--- config.mk ---
export PLATFORM = sky130hd
export DESIGN_NAME = baud_rate_interval_classifier_top
export DESIGN_NICKNAME = d
export VERILOG_FILES = /design/src/rtl/bric_pkg.sv /design/src/rtl/baud_rate_interval_classifier_top.sv
export SDC_FILE = /design/constraint.sdc
export NUM_CORES = 2
export LEC_CHECK = 0
export BUFFER_PORTS_ARGS = -buffer_cell sky130_fd_sc_hd__buf_2
export CELL_PAD_IN_SITES_DETAIL_PLACEMENT = 1
export CELL_PAD_IN_SITES_GLOBAL_PLACEMENT = 2
export CORE_ASPECT_RATIO = 1.2
export CORE_MARGIN = 2
export CORE_UTILIZATION = 39
export DETAILED_ROUTE_END_ITERATION = 10
export HOLD_SLACK_MARGIN = 0.08
export PLACE_DENSITY = 0.86
export SLEW_MARGIN = 20
export SYNTH_ARGS = -nofsm -noshare
export SYNTH_HDL_FRONTEND = slang
export SYNTH_SLANG_ARGS = --single-unit
--- constraint.sdc ---
create_clock -name clk_i -period 7.5 [get_ports clk_i]
set_input_delay 1.5 -clock clk_i [delete_from_list [all_inputs] [get_ports clk_i]]
set_output_delay 1.5 -clock clk_i [all_outputs]
set_load 0.01 [all_outputs]
--- src/rtl/bric_pkg.sv ---
`timescale 1ns / 1ps

package bric_pkg;

  localparam int unsigned NumRates = 4;
  localparam int unsigned NumMults = 8;
  localparam int unsigned IntW     = 10;
  localparam int unsigned SrW      = 16;
  localparam int unsigned DenW     = 30;  // sample rate * 10000
  localparam int unsigned NumW     = 45;  // (n * baud) << 16 plus half divisor
  localparam int unsigned XW       = 31;  // normalized interval, Q16
  localparam int unsigned ErrW     = 17;  // Q0.16 error, includes 1.0
  localparam int unsigned FracW    = 17;
  localparam int unsigned DivCntW  = 6;

  localparam logic [IntW-1:0]  MinInterval = IntW'(12);
  localparam logic [IntW-1:0]  MaxInterval = IntW'(250);
  localparam logic [ErrW-1:0]  ErrLimit    = ErrW'(5243);
  localparam logic [ErrW-1:0]  ErrInit     = ErrW'(65536);
  localparam logic [33:0]      LockMin     = 34'd327680;
  localparam logic [13:0]      DenScale    = 14'd10000;
  localparam logic [DenW-1:0]  DecayDiv    = DenW'(5);
  localparam logic [SrW-1:0]   SrReset     = SrW'(2000);

  localparam logic [0:0] RegSampleRate = 1'b0;
  localparam logic [0:0] RegEnable     = 1'b1;

  typedef enum logic [3:0] {
    ST_IDLE,
    ST_SETUP,
    ST_LOAD,
    ST_DIV,
    ST_ERR,
    ST_FRAC,
    ST_VOTE,
    ST_ADD,
    ST_NEXT,
    ST_SCAN,
    ST_CHECK,
    ST_DECAY,
    ST_DONE
  } state_e;

  // Baud rates in units of 1e-4 baud.
  function automatic logic [19:0] baud_e4(input logic [1:0] r);
    logic [19:0] b;
    case (r)
      2'd0:    b = 20'd454545;
      2'd1:    b = 20'd500000;
      2'd2:    b = 20'd750000;
      default: b = 20'd1000000;
    endcase
    return b;
  endfunction

  // Unit multiple in Q16 (half units * 32768).
  function automatic logic [18:0] mult_q16(input logic [2:0] m);
    logic [3:0] h;
    case (m)
      3'd0:    h = 4'd2;
      3'd1:    h = 4'd3;
      3'd2:    h = 4'd4;
      3'd3:    h = 4'd5;
      3'd4:    h = 4'd6;
      3'd5:    h = 4'd8;
      3'd6:    h = 4'd10;
      default: h = 4'd12;
    endcase
    return {h, 15'd0};
  endfunction

  function automatic logic [16:0] weight_q16(input logic [2:0] m);
    logic [16:0] w;
    case (m)
      3'd0:    w = 17'd65536;
      3'd1:    w = 17'd55706;
      3'd2:    w = 17'd32768;
      3'd3:    w = 17'd26214;
      3'd4:    w = 17'd9830;
      3'd5:    w = 17'd7373;
      3'd6:    w = 17'd5898;
      default: w = 17'd4915;
    endcase
    return w;
  endfunction

endpackage

--- src/rtl/baud_rate_interval_classifier_top.sv ---
`timescale 1ns / 1ps

// Channel  | Dir | Handshake                  | Payload
// ---------+-----+----------------------------+---------------------------------------
// in       | in  | in_valid_i / in_stall_o    | interval_samples_i
// out      | out | out_valid_o / out_stall_i  | accepted_o lock_event_o baud_index_o locked_o
// cfg      | in  | cfg_valid_i / cfg_ready_o  | cfg_index_i cfg_data_i
//
// Sequence: one transaction at a time. A scored interval runs from acceptance to
//   result through a setup step, then per rate a load step, the shared
//   bit-serial restoring divider, a serial search over the eight multiples, a
//   fraction step, vote and add steps when the rate votes and a step to the
//   next rate (four rates), then an output step. A decision adds the scan and
//   check states, and a lock adds four divide-by-5 decays on the same divider.
//   An ignored interval goes straight to the output step.
// Reset: asynchronous active low; scores, counter, lock cleared, rate 2000 Hz,
//   enabled.
// Stalls: the result register holds one result; the next input is taken while
//   it waits, and the block only waits when a new result is ready and the old
//   one is still stalled.

module baud_rate_interval_classifier_top #(
  parameter int unsigned DECISION_WINDOW = 20,
  parameter int unsigned SCORE_BITS      = 24
) (
  input  logic                      clk_i,
  input  logic                      rst_ni,
  input  logic                      in_valid_i,
  output logic                      in_stall_o,
  input  logic [bric_pkg::IntW-1:0] interval_samples_i,
  output logic                      out_valid_o,
  input  logic                      out_stall_i,
  output logic                      accepted_o,
  output logic                      lock_event_o,
  output logic [1:0]                baud_index_o,
  output logic                      locked_o,
  input  logic                      cfg_valid_i,
  output logic                      cfg_ready_o,
  input  logic [0:0]                cfg_index_i,
  input  logic [bric_pkg::SrW-1:0]  cfg_data_i
);

  localparam int unsigned SB = SCORE_BITS;
  localparam int unsigned SumW = SB + 2;
  localparam int unsigned CmpW = SB + 3;

  bric_pkg::state_e state_q, state_d;

  logic [bric_pkg::SrW-1:0]     sr_q;
  logic                         en_q;
  logic [SB-1:0]                score_q [bric_pkg::NumRates];
  logic [SB-1:0]                score_d [bric_pkg::NumRates];
  logic [7:0]                   cnt_q, cnt_d;
  logic                         lock_q, lock_d;
  logic [1:0]                   lock_idx_q, lock_idx_d;

  logic [7:0]                   n_q, n_d;
  logic [1:0]                   r_q, r_d;
  logic [2:0]                   m_q, m_d;
  logic [bric_pkg::DenW-1:0]    den_q, den_d;
  logic [bric_pkg::NumW-1:0]    num_q, num_d;     // dividend in, quotient out
  logic [bric_pkg::DenW-1:0]    rem_q, rem_d;
  logic [bric_pkg::DivCntW-1:0] dcnt_q, dcnt_d;
  logic                         decay_q, decay_d;
  logic [bric_pkg::ErrW-1:0]    berr_q, berr_d;
  logic [2:0]                   bm_q, bm_d;
  logic [bric_pkg::FracW-1:0]   frac_q, frac_d;
  logic [16:0]                  vote_q, vote_d;
  logic [SB-1:0]                best_q, best_d;
  logic [SB-1:0]                sec_q, sec_d;
  logic [1:0]                   bi_q, bi_d;
  logic                         acc_q, acc_d;
  logic                         evt_q, evt_d;

  logic                         ov_q, ov_d;
  logic                         oacc_q, oacc_d;
  logic                         oevt_q, oevt_d;
  logic [1:0]                   oidx_q, oidx_d;
  logic                         olock_q, olock_d;

  logic                         in_acc;
  logic                         cfg_wr;

  // datapath temporaries
  logic [bric_pkg::SrW-1:0]     sr_eff;
  logic [27:0]                  prod_nb;
  logic [bric_pkg::DenW:0]      trial;
  logic                         qbit;
  logic [bric_pkg::XW-1:0]      x;
  logic [bric_pkg::XW-1:0]      kq;
  logic [bric_pkg::XW-1:0]      e;
  logic [19:0]                  err100;
  logic [19:0]                  frac_full;
  logic [33:0]                  vprod;
  logic [SumW-1:0]              sum;
  logic [7:0]                   cnt_n;
  logic [CmpW-1:0]              five_best;
  logic [CmpW-1:0]              six_sec;

  assign in_stall_o   = (state_q != bric_pkg::ST_IDLE);
  assign in_acc       = in_valid_i && !in_stall_o;
  assign cfg_ready_o  = 1'b1;
  assign cfg_wr       = cfg_valid_i && cfg_ready_o;
  assign out_valid_o  = ov_q;
  assign accepted_o   = oacc_q;
  assign lock_event_o = oevt_q;
  assign baud_index_o = oidx_q;
  assign locked_o     = olock_q;

  assign sr_eff    = (sr_q == '0) ? bric_pkg::SrW'(1) : sr_q;
  assign prod_nb   = 28'(n_q * bric_pkg::baud_e4(r_q));
  assign trial     = {rem_q, num_q[bric_pkg::NumW-1]};
  assign qbit      = (trial >= {1'b0, den_q});
  assign x         = num_q[bric_pkg::XW-1:0];
  assign kq        = bric_pkg::XW'(bric_pkg::mult_q16(m_q));
  assign e         = (x > kq) ? (x - kq) : (kq - x);
  assign err100    = 20'(berr_q * 7'd100);
  assign frac_full = 20'd524288 - err100;
  assign vprod     = 34'(frac_q * bric_pkg::weight_q16(bm_q));
  assign sum       = SumW'(score_q[r_q]) + SumW'(vote_q);
  assign cnt_n     = cnt_q + 8'd1;
  assign five_best = (CmpW'(best_q) << 2) + CmpW'(best_q);
  assign six_sec   = (CmpW'(sec_q) << 2) + (CmpW'(sec_q) << 1);

  always_comb begin
    state_d    = state_q;
    score_d    = score_q;
    cnt_d      = cnt_q;
    lock_d     = lock_q;
    lock_idx_d = lock_idx_q;
    n_d        = n_q;
    r_d        = r_q;
    m_d        = m_q;
    den_d      = den_q;
    num_d      = num_q;
    rem_d      = rem_q;
    dcnt_d     = dcnt_q;
    decay_d    = decay_q;
    berr_d     = berr_q;
    bm_d       = bm_q;
    frac_d     = frac_q;
    vote_d     = vote_q;
    best_d     = best_q;
    sec_d      = sec_q;
    bi_d       = bi_q;
    acc_d      = acc_q;
    evt_d      = evt_q;
    ov_d       = ov_q && out_stall_i;
    oacc_d     = oacc_q;
    oevt_d     = oevt_q;
    oidx_d     = oidx_q;
    olock_d    = olock_q;

    case (state_q)
      bric_pkg::ST_IDLE: begin
        if (in_acc) begin
          n_d   = interval_samples_i[7:0];
          evt_d = 1'b0;
          if (en_q && interval_samples_i >= bric_pkg::MinInterval &&
              interval_samples_i <= bric_pkg::MaxInterval) begin
            acc_d   = 1'b1;
            state_d = bric_pkg::ST_SETUP;
          end else begin
            acc_d   = 1'b0;
            state_d = bric_pkg::ST_DONE;
          end
        end
      end
      bric_pkg::ST_SETUP: begin
        den_d   = bric_pkg::DenW'(sr_eff * bric_pkg::DenScale);
        r_d     = 2'd0;
        state_d = bric_pkg::ST_LOAD;
      end
      bric_pkg::ST_LOAD: begin
        num_d   = bric_pkg::NumW'({prod_nb, 16'd0}) +
                  bric_pkg::NumW'(den_q >> 1);
        rem_d   = '0;
        dcnt_d  = bric_pkg::DivCntW'(bric_pkg::NumW);
        decay_d = 1'b0;
        state_d = bric_pkg::ST_DIV;
      end
      bric_pkg::ST_DIV: begin
        // one quotient bit per cycle
        rem_d  = qbit ? bric_pkg::DenW'(trial - {1'b0, den_q})
                      : trial[bric_pkg::DenW-1:0];
        num_d  = {num_q[bric_pkg::NumW-2:0], qbit};
        dcnt_d = dcnt_q - 1'b1;
        if (dcnt_q == bric_pkg::DivCntW'(1)) begin
          if (decay_q) begin
            score_d[r_q] = num_d[SB-1:0];
            if (r_q == 2'd3) begin
              state_d = bric_pkg::ST_DONE;
            end else begin
              r_d     = r_q + 2'd1;
              state_d = bric_pkg::ST_DECAY;
            end
          end else begin
            m_d     = 3'd0;
            berr_d  = bric_pkg::ErrInit;
            bm_d    = 3'd0;
            state_d = bric_pkg::ST_ERR;
          end
        end
      end
      bric_pkg::ST_ERR: begin
        // strict less-than keeps the first multiple on a tie
        if (e < bric_pkg::XW'(berr_q)) begin
          berr_d = e[bric_pkg::ErrW-1:0];
          bm_d   = m_q;
        end
        m_d = m_q + 3'd1;
        if (m_q == 3'd7) begin
          state_d = bric_pkg::ST_FRAC;
        end
      end
      bric_pkg::ST_FRAC: begin
        frac_d = bric_pkg::FracW'(frac_full >> 3);
        if (berr_q < bric_pkg::ErrLimit) begin
          state_d = bric_pkg::ST_VOTE;
        end else begin
          state_d = bric_pkg::ST_NEXT;
        end
      end
      bric_pkg::ST_VOTE: begin
        vote_d  = vprod[32:16];
        state_d = bric_pkg::ST_ADD;
      end
      bric_pkg::ST_ADD: begin
        if (sum > SumW'({SB{1'b1}})) begin
          score_d[r_q] = {SB{1'b1}};
        end else begin
          score_d[r_q] = sum[SB-1:0];
        end
        state_d = bric_pkg::ST_NEXT;
      end
      bric_pkg::ST_NEXT: begin
        if (r_q == 2'd3) begin
          if (cnt_n >= 8'(DECISION_WINDOW)) begin
            cnt_d   = 8'd0;
            best_d  = score_q[0];
            sec_d   = '0;
            bi_d    = 2'd0;
            r_d     = 2'd1;
            state_d = bric_pkg::ST_SCAN;
          end else begin
            cnt_d   = cnt_n;
            state_d = bric_pkg::ST_DONE;
          end
        end else begin
          r_d     = r_q + 2'd1;
          state_d = bric_pkg::ST_LOAD;
        end
      end
      bric_pkg::ST_SCAN: begin
        if (score_q[r_q] > best_q) begin
          sec_d  = best_q;
          best_d = score_q[r_q];
          bi_d   = r_q;
        end else if (score_q[r_q] > sec_q) begin
          sec_d = score_q[r_q];
        end
        r_d = r_q + 2'd1;
        if (r_q == 2'd3) begin
          state_d = bric_pkg::ST_CHECK;
        end
      end
      bric_pkg::ST_CHECK: begin
        if (34'(best_q) > bric_pkg::LockMin && five_best > six_sec) begin
          lock_d     = 1'b1;
          lock_idx_d = bi_q;
          evt_d      = 1'b1;
          r_d        = 2'd0;
          state_d    = bric_pkg::ST_DECAY;
        end else begin
          state_d = bric_pkg::ST_DONE;
        end
      end
      bric_pkg::ST_DECAY: begin
        // score * 2 / 5 on the shared divider
        num_d   = bric_pkg::NumW'({score_q[r_q], 1'b0});
        den_d   = bric_pkg::DecayDiv;
        rem_d   = '0;
        dcnt_d  = bric_pkg::DivCntW'(bric_pkg::NumW);
        decay_d = 1'b1;
        state_d = bric_pkg::ST_DIV;
      end
      bric_pkg::ST_DONE: begin
        if (!ov_q || !out_stall_i) begin
          ov_d    = 1'b1;
          oacc_d  = acc_q;
          oevt_d  = evt_q;
          oidx_d  = lock_idx_q;
          olock_d = lock_q;
          state_d = bric_pkg::ST_IDLE;
        end
      end
      default: begin
        state_d = bric_pkg::ST_IDLE;
      end
    endcase

    // enable cleared: drop all tracking (the user writes it only while idle; the block does not enforce this)
    if (cfg_wr && cfg_index_i == bric_pkg::RegEnable && !cfg_data_i[0]) begin
      for (int i = 0; i < bric_pkg::NumRates; i++) begin
        score_d[i] = '0;
      end
      cnt_d      = 8'd0;
      lock_d     = 1'b0;
      lock_idx_d = 2'd0;
    end
  end

  always_ff @(posedge clk_i or negedge rst_ni) begin
    if (!rst_ni) begin
      state_q    <= bric_pkg::ST_IDLE;
      sr_q       <= bric_pkg::SrReset;
      en_q       <= 1'b1;
      for (int i = 0; i < bric_pkg::NumRates; i++) begin
        score_q[i] <= '0;
      end
      cnt_q      <= 8'd0;
      lock_q     <= 1'b0;
      lock_idx_q <= 2'd0;
      r_q        <= 2'd0;
      m_q        <= 3'd0;
      dcnt_q     <= '0;
      decay_q    <= 1'b0;
      acc_q      <= 1'b0;
      evt_q      <= 1'b0;
      ov_q       <= 1'b0;
    end else begin
      state_q    <= state_d;
      score_q    <= score_d;
      cnt_q      <= cnt_d;
      lock_q     <= lock_d;
      lock_idx_q <= lock_idx_d;
      r_q        <= r_d;
      m_q        <= m_d;
      dcnt_q     <= dcnt_d;
      decay_q    <= decay_d;
      acc_q      <= acc_d;
      evt_q      <= evt_d;
      ov_q       <= ov_d;
      if (cfg_wr) begin
        if (cfg_index_i == bric_pkg::RegSampleRate) begin
          sr_q <= cfg_data_i;
        end else begin
          en_q <= cfg_data_i[0];
        end
      end
    end
  end

  always_ff @(posedge clk_i) begin
    n_d_unused_guard: begin
      n_q     <= n_d;
      den_q   <= den_d;
      num_q   <= num_d;
      rem_q   <= rem_d;
      berr_q  <= berr_d;
      bm_q    <= bm_d;
      frac_q  <= frac_d;
      vote_q  <= vote_d;
      best_q  <= best_d;
      sec_q   <= sec_d;
      bi_q    <= bi_d;
      oacc_q  <= oacc_d;
      oevt_q  <= oevt_d;
      oidx_q  <= oidx_d;
      olock_q <= olock_d;
    end
  end

endmodule
Word level (Yosys, flattened, before mapping)

Cells that the tools add are included.

Add/subtract/negate cells: 12
Equality and inequality tests: 46
Reduce and logical (&&, ||, !) cells: 47
Bitwise operators: 3
$lt $le $gt $ge: 14
Multiplexer cells: 80
Multiply operators: 4

Operator list:

| kind                                    | count |
|---|---|
| two-way mux 96 bit                      | 4 |
| two-way mux 24 bit                      | 10 |
| bitwise mux 96 bit                      | 2 |
| case mux 96 bit (2 select lines)        | 1 |
| case mux 45 bit (3 select lines)        | 1 |
| case mux 30 bit (2 select lines)        | 2 |
| case mux 17 bit (7 select lines)        | 1 |
| OR 96 bit                               | 1 |
| case mux 24 bit (2 select lines)        | 2 |
| case mux 20 bit (3 select lines)        | 1 |
| two-way mux 17 bit                      | 3 |
| binary-select mux 24 bit (select 2 bit) | 1 |
| demux 24 bit (select 2 bit)             | 1 |
| > comparator 24 bit                     | 2 |
| case mux 4 bit (12 select lines)        | 1 |
| adder 44 x 29 -> 45 bit                 | 1 |
| two-way mux 4 bit                       | 9 |
| case mux 17 bit (2 select lines)        | 1 |
| multiplier 17 x 17 -> 33 bit            | 1 |
| two-way mux 8 bit                       | 4 |
| >= comparator 31 x 30 -> 1 bit          | 1 |
| > comparator 31 x 19 -> 1 bit           | 1 |
| < comparator 31 x 17 -> 1 bit           | 1 |
| two-way mux 31 bit                      | 1 |
| 65 further kinds                        | 153 |

Bits of input ports: 32
Output and inout port bits: 8
Register bits: 365
Logic and storage cells: 238

Longest topological paths before layout

Depth after elaboration: 10
Depth in mapped cells: 29

Least setup slack after synthesis

Ideal clock, no wire load.

Kind: register to register
Start: register r_q[1]
End: register num_q[41] (netlist bit) (data pin)
Path slack: 421 ps
Cell stages (with the launch flop): 27
Period minus slack after synthesis: 7,079 ps
Arrival: 6,814 ps
Cell sequence: dfrtp_1 -> clkbuf_1 -> buf_2 -> buf_1 -> inv_1 -> ha_1 -> clkbuf_1 -> clkbuf_1 -> o21ai_0 -> fa_1 -> fa_1 -> inv_1 -> fa_1 -> inv_1 -> fa_1 -> inv_1 -> ha_1 -> nor3_1 -> nor4_2 -> a211oi_1 -> nor2_1 -> o31ai_1 -> xnor2_1 -> nand4_1 -> nor4_1 -> xnor2_1 -> o21ai_1

Longest elaborated chain between the ends: 5
Elaborated cells on any way between the ends: 7
Those cells by class: add/sub (1); mul (1); eq/ne (2); mux (2); reduce/logical (1)

Ends and longest elaborated chain:

| item                                              | line                                     | text |
|---|---|---|
| start: declaration                                | baud_rate_interval_classifier_top.sv:58  | `logic [1:0] r_q, r_d;` |
| start signal: assignment                          | baud_rate_interval_classifier_top.sv:337 | `r_q <= r_d;` |
| equality test 2 bit, or another cell as far along | bric_pkg.sv:47                           | `case (r)` |
| case mux 20 bit (3 select lines) *                | bric_pkg.sv:47                           |  |
| multiplier 8 x 20 -> 28 bit *                     | baud_rate_interval_classifier_top.sv:111 | `assign prod_nb = 28'(n_q * bric_pkg::baud_e4(r_q));` |
| adder 44 x 29 -> 45 bit *                         | baud_rate_interval_classifier_top.sv:175 | `num_d = bric_pkg::NumW'({prod_nb, 16'd0}) +` |
| case mux 45 bit (3 select lines) *                | baud_rate_interval_classifier_top.sv:154 | `case (state_q)` |
| named net num_d (one bit)                         | baud_rate_interval_classifier_top.sv:61  | `logic [bric_pkg::NumW-1:0] num_q, num_d;` |
| end signal: assignment                            | baud_rate_interval_classifier_top.sv:358 | `num_q <= num_d;` |
| end: declaration                                  | baud_rate_interval_classifier_top.sv:61  |  |

The timed path passes the listed nets; every way through them passes the cells marked *.
A chain may end at the register's enable or synchronous reset.

Worst setup path in the final report

Start: register bm_q[2]
End: register vote_q[15] (data pin)

Longest elaborated chain between the ends: 3
Elaborated cells on any way between the ends: 9
Those cells by class: mul (1); eq/ne (6); mux (1); reduce/logical (1)

Ends and longest elaborated chain:

| item                                              | line                                     | text |
|---|---|---|
| start: declaration                                | baud_rate_interval_classifier_top.sv:66  | `logic [2:0] bm_q, bm_d;` |
| start signal: assignment                          | baud_rate_interval_classifier_top.sv:361 | `bm_q <= bm_d;` |
| equality test 3 bit, or another cell as far along | bric_pkg.sv:74                           | `case (m)` |
| case mux 17 bit (7 select lines) *                | bric_pkg.sv:74                           |  |
| multiplier 17 x 17 -> 33 bit *                    | baud_rate_interval_classifier_top.sv:119 | `assign vprod = 34'(frac_q * bric_pkg::weight_q16(bm_q));` |
| named net vprod[31]                               | baud_rate_interval_classifier_top.sv:94  | `logic [33:0] vprod;` |
| end signal: assignment                            | baud_rate_interval_classifier_top.sv:363 | `vote_q <= vote_d;` |
| end: declaration                                  | baud_rate_interval_classifier_top.sv:68  | `logic [16:0] vote_q, vote_d;` |

Marks and branches as above.

==> metrics.md <==
| Metric | Value |
|---|---|
| Multi-input gate area | `0.0283 mm2` |
| IO Count | `40` |
| FF-to-FF End | `vote_q[15]$_DFFE_PP_` |
| Post-DRT Antenna Nets | `0` |
| EDFF count, synth | `219` |
| Vias | `approximately 33,000` |
| Final Max Slew Viols | `0` |
| Hold crit path type | `reg -> reg` |
| Hold Path Stages | `0` |
| Grt ovf | `0` |
| FF-to-FF Start | `bm_q[2]$_SDFFCE_PN0P_` |
| Hold path start | `evt_q$_DFFE_PN0P_` |
| Tcrit/Tclk final | `94.9%` |
| Most numerous cell in the Yosys netlist | `inv_1` |
| Final min period | `7120 ps` |
| Sequential cell area | `roughly 0.01 mm2` |
| Primary FF master, synth | `edfxtp_1` |
| Initial Util | `between 30% and 40%` |
| Synth unique cells | `94` |
| Critical path's largest stage delay | `approximately 550 ps` |
| Final instance area | `0.0453 mm2` |
| Post-synthesis sequential element count | `between 300 and 400` |
| CP dominant cell by count | `fa_1` |
| WS Path Type | `reg -> reg` |
| Share of layout cells above drive strength 1 | `under 10%` |
| R2R cell count | `25` |
| Yosys top cell area share | `between 10% and 20%` |
| R2r setup slk | `approximately 380 ps` |
| GRT Util Overall | `around 23%` |
| DR iter-0 viols | `1,899` |
| Placed Area | `roughly 0.044 mm2` |
| CORE AREA | `0.106 mm2` |
| Worst Path Required | `7850 ps` |
| FP Rows | `131` |
| Hpwl dp | `approximately 100 mm` |
| Worst setup path startpoint | `bm_q[2]$_SDFFCE_PN0P_` |
| Ys async rst share | `39.5%` |
| Max Root-Sink Buffers | `3` |
| Final #Nets | `approximately 5,400` |
| Final Hold Fails | `0` |
| Status | `finished, final reports clean` |
| Worst-margin pin slew | `between 1000 and 1500 ps` |
| Fillers | `around 12,000` |
| Area grow syn2layout | `8.44%` |
| Clock latency on the worst-skew pair | `between 600 and 700 ps` |
| Die height | `between 300 and 400 um` |
| Die W | `a little over 300 um` |
| Residual DRC | `0` |
| Mean Syn Cell Area | `a little over 9 um2` |
| Hold-critical path endpoint | `lock_event_o$_DFFE_PP_` |
| 1st-pass router iterations | `9` |
| Seq/Total Area, Yosys | `roughly a quarter` |
| Routed WL per cell | `around 21 um` |
| Crit-path slowest cell | `fa_1` |
| Clk root buf | `clkbuf_16` |
| Reg clk slew, reported paths | `around 60 ps` |
| Routed wire length | `approximately 130 mm` |
| Most frequent cells after synthesis | `inv_1, ha_1, nand2_1` |
| CP Data Arrival Time | `~7500 ps` |
| Clock sinks | `roughly 360` |
| Clk_skew | `approximately 38 ps` |
| Top post-synthesis cells by area | `fa_1, edfxtp_1, ha_1, dfrtp_1, inv_1` |
| Post-Syn Nets | `approximately 5,400` |
| WHS | `456 ps` |
| Startpoint types | `flop` |
| CTS tree | `done` |
| Synthesized area | `between 0.04 and 0.05 mm2` |
| Achievable Freq | `between 0.1 and 0.15 GHz` |
| Worst setup EP type | `flop` |
| Initial antenna violation count | `0` |
| Final estimated routing congestion in global placement | `between 0.9 and 1` |
| DIE AREA | `~0.11 mm2` |
| Cell taking the most area after synthesis | `fa_1` |
| CTS buffer count | `43` |
| Dpl ws | `-146 ps` |
| Hold buffer count at cts | `0` |
| RSZ-0062 raised after global routing | `false` |
| Vias in the first global route | `roughly 35,000` |
| Vias per cell | `between 5 and 6` |
| Global-route wire length before repair | `approximately 200 mm` |
| Ant. Diodes | `0` |
| Number of setup violations in the final report | `0` |
| Peak fanout along the critical path | `17` |
| Max-cap violations | `0` |
| Gate count of the mapped netlist | `4,509` |
| # H-tree levels | `2` |
| Pin count of the biggest net entering global routing | `79` |
| Fin worst setup slack | `roughly 380 ps` |
| Worst slew margin | `25.9%` |
| Port bufs | `38` |
| Syn. warnings | `0` |
## metal layers
| layer | vias up | routed length [um] | track usage, % |
|---|---|---|---|
| met2 | 642 | 64300 | 41.5 |
| met1 | 17000 | 53600 | 29.2 |
| met5 | - | 0 | 0 |
| met3 | 193 | 4230 | 2.08 |
| li1 | 15300 | - | - |
| met4 | 0 | 4330 | 7.37 |
## through the flow
stage	util [%]	std cells	TNS, ps
after floorplan	-	4509	0
after global placement	41.1	5853	0
after detailed placement	41.1	5853	-210
after CTS	42.6	5932	0
after global routing	42.6	5937	0
final	42.6	5937	0
## layout make-up
cell class | count | share of cell area (%)
clock buffers | 57 | 2.77
clock inverters | 22 | 0.649
inverters | 738 | 6.12
multi-input cells | 3256 | 62.6
flip-flops and latches | 362 | 22.4
well taps | 1396 | 3.86
repair buffers | 106 | 1.57
## sequential cells by signal (all words and copies together), names as in the netlist, 2 cells and up
name          count
n_q               8
state_q           4
bm_q              3
bi_q              2
m_q               3
frac_q           17
rem_q            30
baud_index_o      2
sr_q             16
berr_q           17
vote_q           17
sec_q            24
dcnt_q            6
cnt_q             8
r_q               2
lock_idx_q        2
num_q            45
score_q          96
den_q            27
best_q           24
## worst max path at each step
stage,endpoint,depth (start not counted)
finish,vote_q[15]$_DFFE_PP_,25
CTS,vote_q[15]$_DFFE_PP_,24
global placement,vote_q[15]$_DFFE_PP_,24
global route,vote_q[15]$_DFFE_PP_,22
floorplan,num_q[41]$_DFFE_PP_,26
detailed placement,vote_q[15]$_DFFE_PP_,24
## worst max-delay path, delay by kind of cell, from the launching register on
kind                     cells  cell delay [ps]
adder cells (fa/ha/maj)      7             3310
AO/OA/AOI/OAI                7             1590
AND/OR/NAND/NOR              5              930
flip-flops                   1              480
buffers and inverters        5              470
XOR/XNOR                     1               80
## what timing repair did
| item | in CTS | in global routing |
|---|---|---|
| hold endpoints to repair | 0 | 0 |
| gates resized for setup | 2 | 8 |
| setup endpoints to repair | 4 | 10 |
| buffers inserted | 0 | 5 |
| pin swaps | 0 | 0 |
## logic make-up after synthesis
family | Yosys count | synth area share, %
buffers and inverters | 891 | 8.09
adders and majority gates | 856 | 32.1
AOI/OAI and AO/OA | 860 | 13.7
muxes | 90 | 2.96
other | 1 | 0.00898
and+or+nand+nor | 1245 | 14.5
xor gates and xnor gates | 204 | 4.28
DFF | 362 | 24.3
## cells in the final DEF, fill, tap and decap left out, types with 99 or more instances in the layout
cell type | Yosys | final
inv_1 | 738 | 738
ha_1 | 497 | 497
nand2_1 | 376 | 373
fa_1 | 359 | 359
nor2_1 | 281 | 276
edfxtp_1 | 219 | 219
a21oi_1 | 197 | 196
and2_1 | 177 | 176
o21ai_0 | 167 | 166
dfrtp_1 | 136 | 135
xnor2_1 | 128 | 128
a21o_1 | 99 | 99
Power is left out: the tool's default activity adds up to more than one toggle a clock period on the data nets, which glitch-free logic cannot reach.
